## src/hw/rtl/rtc_snapshot_to_epoch_unit_macros.svh

```systemverilog
// ----------------------------------------------------------------------------
// RTC snapshot to epoch unit: assertion macros
// Concurrent assertion wrappers; they expand to nothing in synthesis builds.
// ----------------------------------------------------------------------------
`ifndef RTC_SNAPSHOT_TO_EPOCH_UNIT_MACROS_SVH
`define RTC_SNAPSHOT_TO_EPOCH_UNIT_MACROS_SVH
`ifndef SYNTHESIS
// same-cycle implication
`define RSE_ASSERT_IMP(lbl, ante, cons, msg) \
  lbl: assert property (@(posedge clk_i) disable iff (!rst_ni) (ante) |-> (cons)) \
    else $error(msg);
// next-cycle implication
`define RSE_ASSERT_NXT(lbl, ante, cons, msg) \
  lbl: assert property (@(posedge clk_i) disable iff (!rst_ni) (ante) |=> (cons)) \
    else $error(msg);
`else
`define RSE_ASSERT_IMP(lbl, ante, cons, msg)
`define RSE_ASSERT_NXT(lbl, ante, cons, msg)
`endif
`endif

```

## src/hw/rtl/rse_pkg.sv

```systemverilog
// ----------------------------------------------------------------------------
// RSE package
// Types, constants and small decode functions of the RTC snapshot to epoch unit.
// ----------------------------------------------------------------------------
package rse_pkg;

  localparam int unsigned ByteW  = 8;
  localparam int unsigned OpAW   = 26;  // multiplicand of the shared unit
  localparam int unsigned OpBW   = 19;  // multiplier of the shared unit
  localparam int unsigned AccW   = 42;  // addend and result
  localparam int unsigned EpochW = 41;

  // status B bits
  localparam logic [ByteW-1:0] StatB24Hour   = 8'h02;
  localparam logic [ByteW-1:0] StatBBinary   = 8'h04;
  localparam logic [ByteW-1:0] HourPmMask    = 8'h80;
  localparam logic [ByteW-1:0] HourValueMask = 8'h7F;
  localparam logic [3:0]       NibbleMask    = 4'hF;

  localparam logic [3:0] MonthsPerYear = 4'd12;
  localparam logic [3:0] HalfDayHours  = 4'd12;

  // multiply-add coefficients
  localparam logic signed [OpBW-1:0] MulCentury = OpBW'(100);
  localparam logic signed [OpBW-1:0] MulRecip12 = OpBW'(171);   // 2^11 / 12, rounded up
  localparam logic signed [OpBW-1:0] MulNeg12   = OpBW'(-12);
  localparam logic signed [OpBW-1:0] MulOne     = OpBW'(1);
  localparam logic signed [OpBW-1:0] MulRcp400  = OpBW'(5243);  // 2^21 / 400, rounded up
  localparam logic signed [OpBW-1:0] MulNeg400  = OpBW'(-400);
  localparam logic signed [OpBW-1:0] MulYear    = OpBW'(365);
  localparam logic signed [OpBW-1:0] MulEra     = OpBW'(146097);
  localparam logic signed [OpBW-1:0] MulMinute  = OpBW'(60);
  localparam logic signed [OpBW-1:0] MulHour    = OpBW'(3600);
  localparam logic signed [OpBW-1:0] MulDay     = OpBW'(86400);

  localparam int unsigned Recip12Shift = 11;
  localparam int unsigned Rcp400Shift  = 21;

  // year offset keeps the shifted year positive; one era is taken back in DaysBias
  localparam logic [15:0] YearBias = 16'd400;
  // day - 1, epoch day of 0000-03-01, one era of YearBias
  localparam logic [19:0] DaysBias = 20'd865566;

  typedef enum logic [3:0] {
    ST_IDLE,
    ST_YEAR,
    ST_MDIV,
    ST_MREM,
    ST_YADJ,
    ST_EDIV,
    ST_EREM,
    ST_DOE,
    ST_DAYS,
    ST_TMIN,
    ST_THR,
    ST_TOT,
    ST_DONE
  } rse_state_e;

  typedef struct packed {
    logic [ByteW-1:0] sec;
    logic [ByteW-1:0] min;
    logic [ByteW-1:0] hr;
    logic [ByteW-1:0] day;
    logic [ByteW-1:0] mon;
    logic [ByteW-1:0] yr;
    logic [ByteW-1:0] cen;
  } rse_fields_t;

  typedef struct packed {
    logic busy;
    logic done;
  } rse_status_t;

  // nibbles above 9 still weigh high*10 + low
  function automatic logic [ByteW-1:0] bcd_dec(input logic [ByteW-1:0] b);
    return ByteW'(b[7:4]) * ByteW'(10) + ByteW'(b[3:0] & NibbleMask);
  endfunction

  // value mod 12 for values below 128
  function automatic logic [3:0] hour_mod12(input logic [6:0] h);
    logic [6:0] v;
    v = h;
    if (v >= 7'd96) v = v - 7'd96;
    if (v >= 7'd48) v = v - 7'd48;
    if (v >= 7'd24) v = v - 7'd24;
    if (v >= 7'd12) v = v - 7'd12;
    return v[3:0];
  endfunction

  // days from March 1st to the first of the month; index 0 is January
  function automatic logic [8:0] month_doy(input logic [3:0] idx);
    logic [8:0] d;
    unique case (idx)
      4'd0:    d = 9'd306;  // January, counted in the year before
      4'd1:    d = 9'd337;
      4'd2:    d = 9'd0;
      4'd3:    d = 9'd31;
      4'd4:    d = 9'd61;
      4'd5:    d = 9'd92;
      4'd6:    d = 9'd122;
      4'd7:    d = 9'd153;
      4'd8:    d = 9'd184;
      4'd9:    d = 9'd214;
      4'd10:   d = 9'd245;
      4'd11:   d = 9'd275;
      default: d = 9'd0;
    endcase
    return d;
  endfunction

  // year of era / 100 for year of era below 400
  function automatic logic [1:0] centuries(input logic [8:0] yoe);
    logic [1:0] c;
    priority if (yoe >= 9'd300) c = 2'd3;
    else if (yoe >= 9'd200)     c = 2'd2;
    else if (yoe >= 9'd100)     c = 2'd1;
    else                        c = 2'd0;
    return c;
  endfunction

endpackage

```

## src/hw/rtl/rse_muladd.sv

```systemverilog
// ----------------------------------------------------------------------------
// RSE multiply-add
// Shared signed unit r = c + a * b, used once per sequencer step.
// ----------------------------------------------------------------------------
module rse_muladd
  import rse_pkg::*;
(
  input  logic signed [OpAW-1:0] a_i,
  input  logic signed [OpBW-1:0] b_i,
  input  logic signed [AccW-1:0] c_i,
  output logic signed [AccW-1:0] r_o
);

  logic signed [OpAW+OpBW-1:0] prod;

  assign prod = a_i * b_i;
  assign r_o  = c_i + AccW'(prod);

endmodule

```

## src/hw/rtl/rse_core.sv

```systemverilog
// ----------------------------------------------------------------------------
// RSE core
// Sequencer that turns decoded date fields into epoch seconds on the shared
// multiply-add unit, one step per cycle.
// ----------------------------------------------------------------------------
`include "rtc_snapshot_to_epoch_unit_macros.svh"

module rse_core
  import rse_pkg::*;
(
  input  logic                clk_i,
  input  logic                rst_ni,
  input  logic                start_i,
  input  rse_fields_t         fields_i,
  input  logic                out_free_i,
  output rse_status_t         status_o,
  output logic [EpochW-1:0]   result_o
);

  rse_state_e state_q, state_d;

  rse_fields_t              fld_q;
  logic [15:0]              year0_q;
  logic signed [5:0]        yadd_q;
  logic [3:0]               midx_q;
  logic [14:0]              yp_q;
  logic [6:0]               era_q;
  logic [8:0]               yoe_q;
  logic [17:0]              doe_q;
  logic signed [24:0]       days_q;
  logic [18:0]              t_q;
  logic [EpochW-1:0]        res_q;

  logic signed [OpAW-1:0]   op_a;
  logic signed [OpBW-1:0]   op_b;
  logic signed [AccW-1:0]   op_c;
  logic signed [AccW-1:0]   mul_r;
  logic signed [8:0]        mon0;
  logic                     le2;

  assign mon0 = $signed({1'b0, fld_q.mon}) - 9'sd1;
  assign le2  = (midx_q < 4'd2);

  rse_muladd u_muladd (
    .a_i (op_a),
    .b_i (op_b),
    .c_i (op_c),
    .r_o (mul_r)
  );

  always_ff @(posedge clk_i or negedge rst_ni) begin
    if (!rst_ni) begin
      state_q <= ST_IDLE;
    end else begin
      state_q <= state_d;
    end
  end

  always_comb begin
    state_d = state_q;
    op_a    = '0;
    op_b    = '0;
    op_c    = '0;
    unique case (state_q)
      ST_IDLE: begin
        if (start_i) state_d = ST_YEAR;
      end
      ST_YEAR: begin
        op_a    = OpAW'(fld_q.cen);
        op_b    = MulCentury;
        op_c    = AccW'(fld_q.yr);
        state_d = ST_MDIV;
      end
      ST_MDIV: begin
        op_a    = OpAW'(mon0);
        op_b    = MulRecip12;
        state_d = ST_MREM;
      end
      ST_MREM: begin
        op_a    = OpAW'(yadd_q);
        op_b    = MulNeg12;
        op_c    = AccW'(mon0);
        state_d = ST_YADJ;
      end
      ST_YADJ: begin
        // January and February count in the year before
        op_a    = OpAW'(yadd_q);
        op_b    = MulOne;
        op_c    = AccW'(year0_q) + AccW'(YearBias) - AccW'(le2);
        state_d = ST_EDIV;
      end
      ST_EDIV: begin
        op_a    = OpAW'(yp_q);
        op_b    = MulRcp400;
        state_d = ST_EREM;
      end
      ST_EREM: begin
        op_a    = OpAW'(era_q);
        op_b    = MulNeg400;
        op_c    = AccW'(yp_q);
        state_d = ST_DOE;
      end
      ST_DOE: begin
        op_a    = OpAW'(yoe_q);
        op_b    = MulYear;
        op_c    = AccW'(month_doy(midx_q)) + AccW'(yoe_q[8:2]) - AccW'(centuries(yoe_q));
        state_d = ST_DAYS;
      end
      ST_DAYS: begin
        op_a    = OpAW'(era_q);
        op_b    = MulEra;
        op_c    = AccW'(doe_q) + AccW'(fld_q.day) - AccW'(DaysBias);
        state_d = ST_TMIN;
      end
      ST_TMIN: begin
        op_a    = OpAW'(fld_q.min);
        op_b    = MulMinute;
        op_c    = AccW'(fld_q.sec);
        state_d = ST_THR;
      end
      ST_THR: begin
        op_a    = OpAW'(fld_q.hr);
        op_b    = MulHour;
        op_c    = AccW'(t_q);
        state_d = ST_TOT;
      end
      ST_TOT: begin
        op_a    = OpAW'(days_q);
        op_b    = MulDay;
        op_c    = AccW'(t_q);
        state_d = ST_DONE;
      end
      ST_DONE: begin
        if (out_free_i) state_d = ST_IDLE;
      end
      default: begin
        state_d = ST_IDLE;
      end
    endcase
  end

  always_ff @(posedge clk_i) begin
    unique case (state_q)
      ST_IDLE: if (start_i) fld_q <= fields_i;
      ST_YEAR: year0_q <= mul_r[15:0];
      ST_MDIV: begin
        if (fld_q.mon == '0) begin
          yadd_q <= '1;  // month zero: December of the year before
        end else begin
          yadd_q <= $signed({1'b0, mul_r[Recip12Shift+4:Recip12Shift]});
        end
      end
      ST_MREM: midx_q <= mul_r[3:0];
      ST_YADJ: yp_q   <= mul_r[14:0];
      ST_EDIV: era_q  <= mul_r[Rcp400Shift+6:Rcp400Shift];
      ST_EREM: yoe_q  <= mul_r[8:0];
      ST_DOE:  doe_q  <= mul_r[17:0];
      ST_DAYS: days_q <= mul_r[24:0];
      ST_TMIN: t_q    <= mul_r[18:0];
      ST_THR:  t_q    <= mul_r[18:0];
      ST_TOT:  res_q  <= mul_r[EpochW-1:0];
      default: ;
    endcase
  end

  assign status_o.busy = (state_q != ST_IDLE);
  assign status_o.done = (state_q == ST_DONE);
  assign result_o      = res_q;

  `RSE_ASSERT_NXT(a_start_seq, (state_q == ST_IDLE) && start_i, state_q == ST_YEAR, "start lost")
  `RSE_ASSERT_NXT(a_midx_range, state_q == ST_MREM, midx_q < MonthsPerYear, "month index range")
  `RSE_ASSERT_NXT(a_yoe_range, state_q == ST_EREM, yoe_q < 9'd400, "year of era range")
  `RSE_ASSERT_NXT(a_done_hold, (state_q == ST_DONE) && !out_free_i, (state_q == ST_DONE) && $stable(res_q), "result dropped")

endmodule

```

## src/hw/rtl/rtc_snapshot_to_epoch_unit.sv

```systemverilog
// ----------------------------------------------------------------------------
// RTC snapshot to epoch unit
// Stable-read filter on raw RTC bytes and conversion to Unix epoch seconds.
// ----------------------------------------------------------------------------
// Each input transaction carries one raw RTC snapshot. A result comes out only
// when the snapshot equals the one taken by the previous transaction (never for
// the first after reset). A snapshot that yields no result is accepted and the
// next can follow at once. A matching snapshot occupies the core, in_stall_o
// high, until its epoch value is loaded into the output register; the single
// shared multiply-add unit is stepped by the sequencer through eleven date and
// time terms, one per cycle, and the core then waits in its done state until
// the output register is free. A waiting result does not stall input unless
// the next matching snapshot finishes before it is taken.
`include "rtc_snapshot_to_epoch_unit_macros.svh"

module rtc_snapshot_to_epoch_unit
  import rse_pkg::*;
(
  input  logic                     clk_i,
  input  logic                     rst_ni,
  input  logic                     in_valid_i,
  output logic                     in_stall_o,
  input  logic [ByteW-1:0]         raw_seconds_i,
  input  logic [ByteW-1:0]         raw_minutes_i,
  input  logic [ByteW-1:0]         raw_hours_i,
  input  logic [ByteW-1:0]         raw_day_i,
  input  logic [ByteW-1:0]         raw_month_i,
  input  logic [ByteW-1:0]         raw_year_i,
  input  logic [ByteW-1:0]         raw_century_i,
  input  logic [ByteW-1:0]         raw_status_i,
  output logic                     out_valid_o,
  input  logic                     out_stall_i,
  output logic signed [EpochW-1:0] epoch_seconds_o
);

  logic [8*ByteW-1:0] snap;
  logic [8*ByteW-1:0] prev_q;
  logic               prev_valid_q;
  logic               in_accept;
  logic               core_start;
  logic               out_free;
  logic               out_valid_q;
  logic [EpochW-1:0]  epoch_q;
  logic [EpochW-1:0]  core_res;
  rse_status_t        status;
  rse_fields_t        fields;

  logic               bin_mode;
  logic               hour12;
  logic               pm;
  logic [ByteW-1:0]   hr_raw;
  logic [ByteW-1:0]   hr_dec;

  assign snap = {raw_status_i, raw_century_i, raw_year_i, raw_month_i,
                 raw_day_i, raw_hours_i, raw_minutes_i, raw_seconds_i};

  assign in_stall_o = status.busy;
  assign in_accept  = in_valid_i && !status.busy;
  assign core_start = in_accept && prev_valid_q && (snap == prev_q);
  assign out_free   = !out_valid_q || !out_stall_i;

  // field decode
  assign bin_mode = (raw_status_i & StatBBinary) != '0;
  assign hour12   = (raw_status_i & StatB24Hour) == '0;
  assign pm       = hour12 && ((raw_hours_i & HourPmMask) != '0);
  assign hr_raw   = raw_hours_i & HourValueMask;
  assign hr_dec   = bin_mode ? hr_raw : bcd_dec(hr_raw);

  always_comb begin
    fields.sec = bin_mode ? raw_seconds_i : bcd_dec(raw_seconds_i);
    fields.min = bin_mode ? raw_minutes_i : bcd_dec(raw_minutes_i);
    fields.day = bin_mode ? raw_day_i     : bcd_dec(raw_day_i);
    fields.mon = bin_mode ? raw_month_i   : bcd_dec(raw_month_i);
    fields.yr  = bin_mode ? raw_year_i    : bcd_dec(raw_year_i);
    fields.cen = bin_mode ? raw_century_i : bcd_dec(raw_century_i);
    if (hour12) begin
      // 12 AM is hour 0, 12 PM is hour 12
      fields.hr = ByteW'(hour_mod12(hr_dec[6:0])) + (pm ? ByteW'(HalfDayHours) : '0);
    end else begin
      fields.hr = hr_dec;
    end
  end

  always_ff @(posedge clk_i or negedge rst_ni) begin
    if (!rst_ni) begin
      prev_q       <= '0;
      prev_valid_q <= 1'b0;
    end else if (in_accept) begin
      prev_q       <= snap;
      prev_valid_q <= 1'b1;
    end
  end

  rse_core u_core (
    .clk_i      (clk_i),
    .rst_ni     (rst_ni),
    .start_i    (core_start),
    .fields_i   (fields),
    .out_free_i (out_free),
    .status_o   (status),
    .result_o   (core_res)
  );

  always_ff @(posedge clk_i or negedge rst_ni) begin
    if (!rst_ni) begin
      out_valid_q <= 1'b0;
    end else if (status.done && out_free) begin
      out_valid_q <= 1'b1;
    end else if (!out_stall_i) begin
      out_valid_q <= 1'b0;
    end
  end

  always_ff @(posedge clk_i) begin
    if (status.done && out_free) epoch_q <= core_res;
  end

  assign out_valid_o     = out_valid_q;
  assign epoch_seconds_o = $signed(epoch_q);

  `RSE_ASSERT_NXT(a_prev_load, in_accept, prev_valid_q && (prev_q == $past(snap)), "snapshot not kept")
  `RSE_ASSERT_NXT(a_match_start, core_start, status.busy, "matching snapshot not started")
  `RSE_ASSERT_NXT(a_out_load, status.done && out_free, out_valid_q && (epoch_q == $past(core_res)), "result not loaded")

endmodule
```

## config.mk

```make
export PLATFORM = sky130hd
export DESIGN_NAME = rtc_snapshot_to_epoch_unit
export DESIGN_NICKNAME = d
export VERILOG_FILES = /design/src/hw/rtl/rse_pkg.sv /design/src/hw/rtl/rse_muladd.sv /design/src/hw/rtl/rse_core.sv /design/src/hw/rtl/rtc_snapshot_to_epoch_unit.sv
export VERILOG_INCLUDE_DIRS = /design/src /design/src/hw/rtl
export SDC_FILE = /design/constraint.sdc
export NUM_CORES = 2
export LEC_CHECK = 0
export ABC_AREA = 1
export ABC_CLOCK_PERIOD_IN_PS = 11100
export BUFFER_PORTS_ARGS = -buffer_cell sky130_fd_sc_hd__clkbuf_2
export CORE_UTILIZATION = 65
export CTS_CLUSTER_DIAMETER = 150
export DETAILED_ROUTE_END_ITERATION = 10
export GPL_ROUTABILITY_DRIVEN = 0
export PLACE_DENSITY = 0.87
export SLEW_MARGIN = 20
export SYNTH_ARGS = -nofsm -noshare
export SYNTH_HDL_FRONTEND = slang
export SYNTH_SLANG_ARGS = --single-unit
```

## constraint.sdc

```tcl
create_clock -name clk_i -period 11.1 [get_ports clk_i]
set_clock_uncertainty 0.05 [all_clocks]
set_input_delay 3.33 -clock clk_i [delete_from_list [all_inputs] [get_ports clk_i]]
set_output_delay 3.33 -clock clk_i [all_outputs]
set_load 0.02 [all_outputs]
```

# Word-level counts from Yosys, hierarchy flattened
# Memories as Yosys holds them, arrays and structs flattened. A register that Yosys moved wholly into a read port is not among the register bits.
# Index checks and enable logic that the tools add are counted.
# word_totals
word_cells	127
reg_bits	327
romBits	144
input_bits	68
output_inout_bits	43
memories	1
# memory_table
name	depth	word_bits	rd	rd_clocked_by_memory_dff	write_ports	line_no	rtl
(name not given)	16	9	1	1	0	rse_pkg.sv:94	unique case (idx)
# classes
muxes	32
n_lt_le_gt_ge	8
reduce_logical	19
add_sub_neg	20
n_eq_ne	16
mul	8
# ops
operator	count
$pmux 41 s8	1
$pmux 26 s9	1
$pmux 19 s11	1
$eq 64x64->1	1
$mux 8	8
$pmux 4 s13	1
$add 8x4->8	6
$mul 4x3->7 const B	6
$mux 7	6
$add 41x41->41	1
$mul 26x19->41	1
$sub 41x1->41	1
$sub 41x2->41	1
$sub 41x20->41 const B	1
$mux 4	6
$eq 4x4->1 const B	5
$add 18x8->19	1
$add 16x9->17 const B	1
$eq 4x3->1 const B	4
$logic_not 8->1	2
$add 9x7->10	1
$ge 9x7->1 const B	1
$ge 9x8->1 const B	1
$ge 9x9->1 const B	1
other kinds (28)	44

# Logic depth before layout (Yosys ltp)
# depth
depth_word	17
mapped_depth	44
ltp_nobuf	44

# By module
# Synthesis repeated with hierarchy kept, for this count alone.
# unflattened
cells_unflattened	4655
area_unflattened_um2	38719.6
# by_module_without_submodules
mod	area_per_inst_um2	cells_per_inst	instances	seq_area_each_um2
rse_muladd	19790.2	2612	1	0.0
rse_core	11886.4	1206	1	6766.5
rtc_snapshot_to_epoch_unit	7043.0	837	1	2882.8

# Worst setup path before layout
# Ideal clock, no wire load.
# synth_timing
path_type	input -> register
from	in raw_year_i[2]
to	reg u_core.fld_q[0] in the netlist's numbering, enable pin
required_time_ps	10442
stages	5
arrival_time_ps	9579
path_buffers	0
slack_ps	863
setup_ps	608
cell_sequence	xor2_1 nor4_1 nand2_1 or3b_2 nor4_1
# synth_via
elab_chain_cells	3
# synth_rtl
item	line_no	rtl
start: declaration	rtc_snapshot_to_epoch_unit.sv:28	input logic [ByteW-1:0] raw_year_i,
$eq 64x64->1	rtc_snapshot_to_epoch_unit.sv:59	assign core_start = in_accept && prev_valid_q && (snap == prev_q);
$logic_and 1x1->1	rtc_snapshot_to_epoch_unit.sv:59	
$reduce_and 2->1 (no line)	--	
end signal: assignment	rse_core.sv:144	ST_IDLE: if (start_i) fld_q <= fields_i;
end: declaration	rse_core.sv:22	rse_fields_t fld_q;
# Every way passes these cells.
# A chain may end at the register's enable or synchronous reset.

# Worst setup path in the final report
# layout_timing
from	reg u_core.state_q[2]
to	reg u_core.era_q[3] (data pin)
# layout_via
elab_chain_cells	5
word_cells_on_any_way	19
classes_between	1 x add/sub; 1 x mul; 11 x eq/ne; 3 x mux; 3 x reduce/logical
# layout_rtl
item	line_no	rtl
start: declaration	rse_core.sv:20	rse_state_e state_q, state_d;
start signal: assignment	rse_core.sv:55	state_q <= state_d;
$eq 4x3->1 (tied with other cells)	rse_core.sv:64	unique case (state_q)
$reduce_or 2->1 (no line)	--	
$pmux 26 s9	rse_core.sv:64	
$mul 26x19->41	rse_muladd.sv:16	assign prod = a_i * b_i;
$add 41x41->41 (*)	rse_muladd.sv:17	assign r_o = c_i + AccW'(prod);
named net u_core.mul_r[24]	rse_core.sv:37	logic signed [AccW-1:0] mul_r;
end signal: assignment	rse_core.sv:155	ST_EDIV: era_q <= mul_r[Rcp400Shift+6:Rcp400Shift];
end: declaration	rse_core.sv:27	logic [6:0] era_q;
# The timed path passes the listed nets; every way through them passes the cells marked *.

==> results.cfg <==
[floorplanning]
core_area_sq_mm = 0.0551
fp.dieW_um = 238
start_util_pct = 65.9
rows = 86
dieArea_sq_mm = 0.0568
io_pins = 111
die_h_um = 238

[grt]
grt_pass1_vias = 30343
antenna_found_initial = 0
grt-ovfl-total = 0
grt_max_degree = 72
grtUsageTotal_pct = 37.7
grt_pass1_wl_um = 163000

[worst_setup_path]
crit_slowest_cell = nor2_4
rr_startpoint = u_core.state_q[2]
cp_data_arrival_time_ns = 9.83
critPathMaxStageDelay_ns = 0.85
crit_type = reg -> reg
worst_path_most_repeated_cell = fa_1
cp_max_fo = 35
end_kind = flip-flop
start_kind = flip-flop
startpoint = u_core.state_q[2]
critPathRequiredTime_ns = 11.39

[synthesis]
asyncSetResetFlopFracSynth_pct = 20.8
synth-edff-count = 257
synth_flop_cell = edfxtp_1
synth_cells = 4113
synth_top_area_share_pct = 28.0
synthTopCellsByArea = fa_1, edfxtp_1, inv_1
yosysMostFrequentCell = inv_1
syn_avg_cell_area_sq_um = 8.83
synth_common_cells = inv_1, nand2_1, fa_1
synth_area_sq_mm = 0.0363
ys_warn_count = 0
ys_types = 69
yosysSeqAreaShare_pct = 26.6
synth_top_cell_by_area = fa_1
synth_seq_cells = 336
syn-num-nets = 4905

[placement]
dp_slack_ns = 1.94
hpwlAfterDp_um = 80800
port_buffers = 110

[routing]
vias = 29693
viasPerCell = 5.97
drt_first_pass_iters = 11
top_layer = met5
wl_met1_um = 36100
dr.first_iter.drc_count = 3832
wl_met2_um = 46200
drt_wl_total_um = 104000
routedWlPerCell_um = 20.8
drc_errors = 1
ant_nets = 0
wl_met3_um = 13900

[timing]
hold_viol = 0
rsz0062_at_grt = false
finalSetupViolCount = 0
post-route-min-period_ns = 9.54
slew-limit-headroom_pct = 16.0
min_period_over_period_pct = 86.0
drv_slew = 0
hold_ws_ns = 0.368
setup_ws_ns = 1.56
final.setup.tns_ns = 0
worst_pin_slew_ns = 1.25
fmax_mhz = 105

[outcome]
status = finished with violations
violations = DRC

[clock_tree]
post-cts-setup-buffers = 0
cts_sinks = 336
cts_tree = yes
cts_root_buf = clkbuf_16
htree_levels = 2
cts_buffer_depth = 3
cts_resized = 0
clkTransAtPathRegs_ns = 0.07
clock_latency_ns = 0.55
ctsHoldBuffers = 0
numCtsBuffers = 36

[power_and_ir_drop]
internal_power_mw = 2.19
seq_power_share_pct = 47.1
switchingPower_mw = 0.743
power_mw = 2.94
p_leak_nw = 19.4
p_per_area_mw_per_mm2 = 75.5
combPwrFrac_pct = 9.9
ir_worst_vdd_mv = 0.133
swShare_pct = 25.3
clkPwrFrac_pct = 43.0

[finish]
nets = 4989
areaGrowthSynthToFinish_pct = 7.07
drive_gt1_share_pct = 7.95
fin_util_pct = 70.6

[worst_hold_path]
holdCritStartpoint = u_core.result_o[10]
hold_path_class = reg -> reg

[job]
drv_cap = 0
## power groups by stage
stage	logic (mW)	registers [mW]	clock network [mW]
floorplan	0.194	1.40	0
global placement	0.265	1.41	0
detailed placement	0.279	1.41	0
CTS	0.282	1.38	1.26
global route	0.323	1.39	1.31
finish	0.290	1.38	1.26
## kinds of logic (layout without fill, tap and decap cells)
group | count (synthesis) | count (layout) | share of synthesized area, %
compound gates | 403 | 403 | 6.56
xor+xnor | 121 | 121 | 2.94
fa+ha+maj | 724 | 724 | 35.5
buf+inv | 1079 | 1190 | 11.3
flops | 336 | 336 | 26.6
mux | 8 | 8 | 0.248
other cells | 0 | 2 | 0
simple gates | 1442 | 1442 | 16.9
## state kept, by name, indices dropped and copies added (netlist names), named ones only
register / cells
u_core.t_q: 19
u_core.result_o: 41
u_core.midx_q: 4
u_core.state_q: 4
u_core.doe_q: 18
prev_valid_q: 1
out_valid_o: 1
u_core.yp_q: 15
u_core.days_q: 25
u_core.year0_q: 16
u_core.yoe_q: 9
u_core.yadd_q: 6
u_core.fld_q: 56
u_core.era_q: 7
prev_q: 64
epoch_seconds_o: 41
## placed cells by master, fill, tap and decap left out, types with 49 or more instances in the layout
| cell | count |
|---|---|
| a21oi_1 | 100 |
| clkbuf_2 | 109 |
| dfrtp_1 | 70 |
| edfxtp_1 | 257 |
| fa_1 | 508 |
| ha_1 | 216 |
| inv_1 | 956 |
| nand2_1 | 854 |
| nand3_1 | 112 |
| nand4_1 | 60 |
| nor2_1 | 245 |
| o21ai_0 | 168 |
| xnor2_1 | 49 |
| xor2_1 | 71 |
## worst max-delay path, delay by kind of cell, from the launching register on
family	cells	cell delay [ns]
AOI/OAI and AO/OA	4	1.12
xor gates and xnor gates	1	0.35
adders and majority gates	9	4.24
buffers and inverters	8	1.32
DFF	1	0.43
and+or+nand+nor	6	1.81
## worst paths after layout
kind / endpoint / cells after the start / slack (ns)
min in group asynchronous: prev_q[54] / 1 / 2.84
hold reg to reg: epoch_seconds_o[10] / 0 / 0.37
hold / removal: epoch_seconds_o[10] / 0 / 0.37
setup reg to reg: u_core.era_q[3] / 28 / 1.56
max in group asynchronous: u_core.state_q[0] / 1 / 7.52
setup / recovery: u_core.era_q[3] / 28 / 1.56
## layout make-up
class	count	area (sq um)
Multi-Input combinational cell	2698	22600
Fill cell	3880	16200
Sequential cell	336	9650
Inverter	990	3720
Clock buffer	46	978
Tap cell	748	936
Timing Repair Buffer	135	741
Clock inverter	19	229
Antenna cell	2	5.00
## through the flow
stage,cells,instance area (sq um)
floorplan,4113,36300
global placement,4907,37700
detailed placement,4907,37700
CTS,4972,38900
global route,4972,38900
finish,4974,38900
## layer usage
layer | up-vias | track usage (%)
met3 | 521 | 10.5
li1 | 12895 | -
met5 | - | 0.346
met4 | 2 | 21.4
met1 | 13982 | 48.2
met2 | 2293 | 58.2
No activity file was read; power rests on OpenSTA's default activity.
